$ cat src/c3d_delay.sv
// Fixed-length enabled delay line for side data that rides along the pipeline.
module c3d_delay #(
    parameter int unsigned W = 8,
    parameter int unsigned N = 4
) (
    input  logic         i_clk,
    input  logic         i_en,
    input  logic [W-1:0] i_d,
    output logic [W-1:0] o_q
);
    logic [W-1:0] r_tap [N];
    always_ff @(posedge i_clk) begin
        if (i_en) begin
            r_tap[0] <= i_d;
            for (int k = 1; k < N; k++) begin
                r_tap[k] <= r_tap[k-1];
            end
        end
    end
    assign o_q = r_tap[N-1];
endmodule

$ cat config.mk
export PLATFORM = sky130hd
export DESIGN_NAME = c3d_delay
export DESIGN_NICKNAME = d
export VERILOG_FILES = /design/src/c3d_delay.sv
export SDC_FILE = /design/constraint.sdc
export NUM_CORES = 1
export LEC_CHECK = 0
export ABC_AREA = 1
export BUFFER_PORTS_ARGS = -buffer_cell sky130_fd_sc_hd__buf_4
export CAP_MARGIN = 20
export CORE_AREA = 2 2 52 42
export DETAILED_ROUTE_END_ITERATION = 10
export DIE_AREA = 0 0 54 44
export PLACE_DENSITY = 0.75
export SLEW_MARGIN = 25
export SYNTH_ARGS = -nofsm -noshare
export SYNTH_HDL_FRONTEND = slang
export SYNTH_SLANG_ARGS = --single-unit
$ cat constraint.sdc
create_clock -name i_clk -period 1.8 [get_ports i_clk]
set_input_delay 0.09 -clock i_clk [delete_from_list [all_inputs] [get_ports i_clk]]
set_output_delay 0.09 -clock i_clk [all_outputs]
set_load 0.03 [all_outputs]
==> flow_summary_export.csv <==
group,metric,value,unit
placement,io_buffers,17,
clock_network,cts_tree,"done",
floorplan,start_util,0.508,
clock_network,clk_latency,0.31,ns
global_route,grt_pass1_wl,1.73,mm
route,drc,0,
sta,clock.fmax,1050,MHz
synth,yosysTopAreaCell,"edfxtp_1",
critical_path,endpoint_kind,"output pin",
route,drt-total-wl,1.09,mm
synth,yosysWarningCount,0,
global_route,gr-usage-all-layers,0.119,
finish,largest_register_ffs,32,
floorplan,die_h,44,um
sta,setup_viol,0,
clock_network,cts_max_path_buffers,2,
clock_network,cts-root-buf,"clkbuf_4",
floorplan,ios,18,
finish,drive_gt1_frac,0.369,
critical_path,cp_num_buf_inv,1,
clock_network,clkSinkCount,32,
hold_path,holdPathEnd,"r_tap[0][3]",
placement,post_dp_cell_area,1120,um^2
status,status,"finished, final reports clean",
critical_path,r2r_cells,0,
critical_path,critical_path.cell_chain,"buf_4",
synth,yosysTopAreaCellShare,1.00,
critical_path,cpPeakStageDelay,0.38,ns
finish,fillerInstances,135,
floorplan,die_area,2380,um^2
critical_path,critPathTopFamily,"flip-flops",
hold_path,hp-start,"i_en",
finish,final_net_count,74,
global_route,grt_max_degree,33,
sta,hold_viol,0,
sta,rsz0062_at_grt,"no",
global_route,grt_antenna_before_repair,0,
placement,placedCellCount,73,
finish,top_regs,"r_tap x32",
critical_path,slowest_stage,"edfxtp_1",
clock_network,numCtsBuffers,5,
power,vdd_drop_max,0.618,mV
route,via_count,401,
finish,areaGrowthSynthToFinish,30.1,%
critical_path,cp-start-kind,"flip-flop",
synth,syn_area,961,um^2
sta,min_period,0.950,ns
floorplan,num_rows,14,
route,ant_nets,0,
sta,worst_slew_pin_slew,0.373,ns
hold_path,hold_path.class,"in2reg",
finish,comb.multi_input.count,0,
route,detail_route.first_pass.iterations,4,
sta,finalMaxSlewViolations,0,
finish,multiInputGateArea,0,um^2
synth,ys_types,1,
critical_path,r2r-start,"r_tap[2][1]",
sta,finalCritPeriodShare,0.528,
placement,gp_congestion,0.583,
finish,largest-register,"r_tap",
finish,final_area,1250,um^2
global_route,grt_pass1_vias,430,
global_route,overflow,0,
route,via_per_inst,4.51,
floorplan,die_x,54,um
clock_network,clkSlewWorstSetupHoldPaths,0.09,ns
flow_run,cap_violations,0,
synth,netlist_instances,32,
critical_path,crit_fanout,1,
finish,stdcell_count,89,
critical_path,critPathArrivalTime,0.86,ns
critical_path,cp.required,1.71,ns
power,cellLeakagePower,0.000461,uW
hold_path,whs_path_depth,1,
synth,synth.area.top_cells,"edfxtp_1 100%",
critical_path,critical_path_class,"reg2out",
sta,relSlewSlack,0.751,
clock_network,htreeDepth,2,
route,wl_per_cell,12.2,um
sta,fin_tns_setup,0,ns
floorplan,core,1890,um^2
route,drt_iter0_markers,3,
finish,n_antenna_cell,0,
synth,seq_area_frac_synth,1.00,
power,power_density,1050,nW/um^2
synth,ys_ff_latch,32,
synth,postSynthAreaPerCell,30.0,um^2
synth,synth_fp_nets,42,
critical_path,r2r-end,"r_tap[3][1]",
critical_path,r2r_setup_slack,1.16,ns
sta,finalClockSkew,0.00443,ns
cell usage after synthesis:
cell type,instances
edfxtp_1,32
per-stage QoR:
stage / total power [uW] / utilization / hold slack, ns / setup slack, ns
5_1_grt: 1380 / 0.661 / 0.219 / 0.794
2_1_floorplan: 924 / - / 0.189 / 1.21
3_5_place_dp: 971 / 0.591 / 0.269 / 1.02
3_3_place_gp: 963 / 0.591 / 0.268 / 1.04
4_1_cts: 1330 / 0.661 / 0.216 / 0.824
6_report: 1310 / 0.661 / 0.224 / 0.850
power breakdown:
part	total, uW	switching [uW]	internal [uW]
Sequential	890	12.8	877
Clock	349	206	143
Combinational	76.1	40.6	35.6
placed cells by master (no fill, tap or decap), drive strengths merged:
cell type     n
edfxtp       32
buf          17
dlygate4sd3   8
clkbuf        5
clkinv        3
layer usage:
layer	vias to the layer above	global-route usage	share of wire
met3	0	0.0621	0.075
met5	-	0	0
met2	19	0.193	0.57
met1	188	0.111	0.35
met4	0	0.0900	0
li1	194	-	-
kinds of logic (layout without fill, tap and decap cells):
logic type | after synthesis | count (layout) | synth area share
buf+inv | 0 | 33 | 0
flops | 32 | 32 | 1.00
worst max path at each step:
stage / start / end / slack, ns / cells after the start
floorplan: r_tap[0][0] / r_tap[1][0] / 1.21 / 0
global placement: i_en / r_tap[3][6] / 1.04 / 1
detailed placement: i_en / r_tap[3][6] / 1.02 / 1
CTS: r_tap[3][7] / o_q[7] / 0.82 / 1
global route: r_tap[3][7] / o_q[7] / 0.79 / 1
finish: r_tap[3][7] / o_q[7] / 0.85 / 1
area by class of cell:
cell class            instances  area (um^2)  share of cell area
clock buffer                  5         37.5              0.0300
clock inverter                3         13.8              0.0110
tap                          24         30.0              0.0240
timing repair buffer         25          208               0.166
sequential                   32          961               0.769
repair_timing:
action / in CTS / in global routing
buffers inserted: 0 / 0
endpoints found under the hold margin: 8 / 0
hold buffers: 8 / 0
gates resized for setup: 0 / 0
No activity file was read; power rests on OpenSTA's default activity.
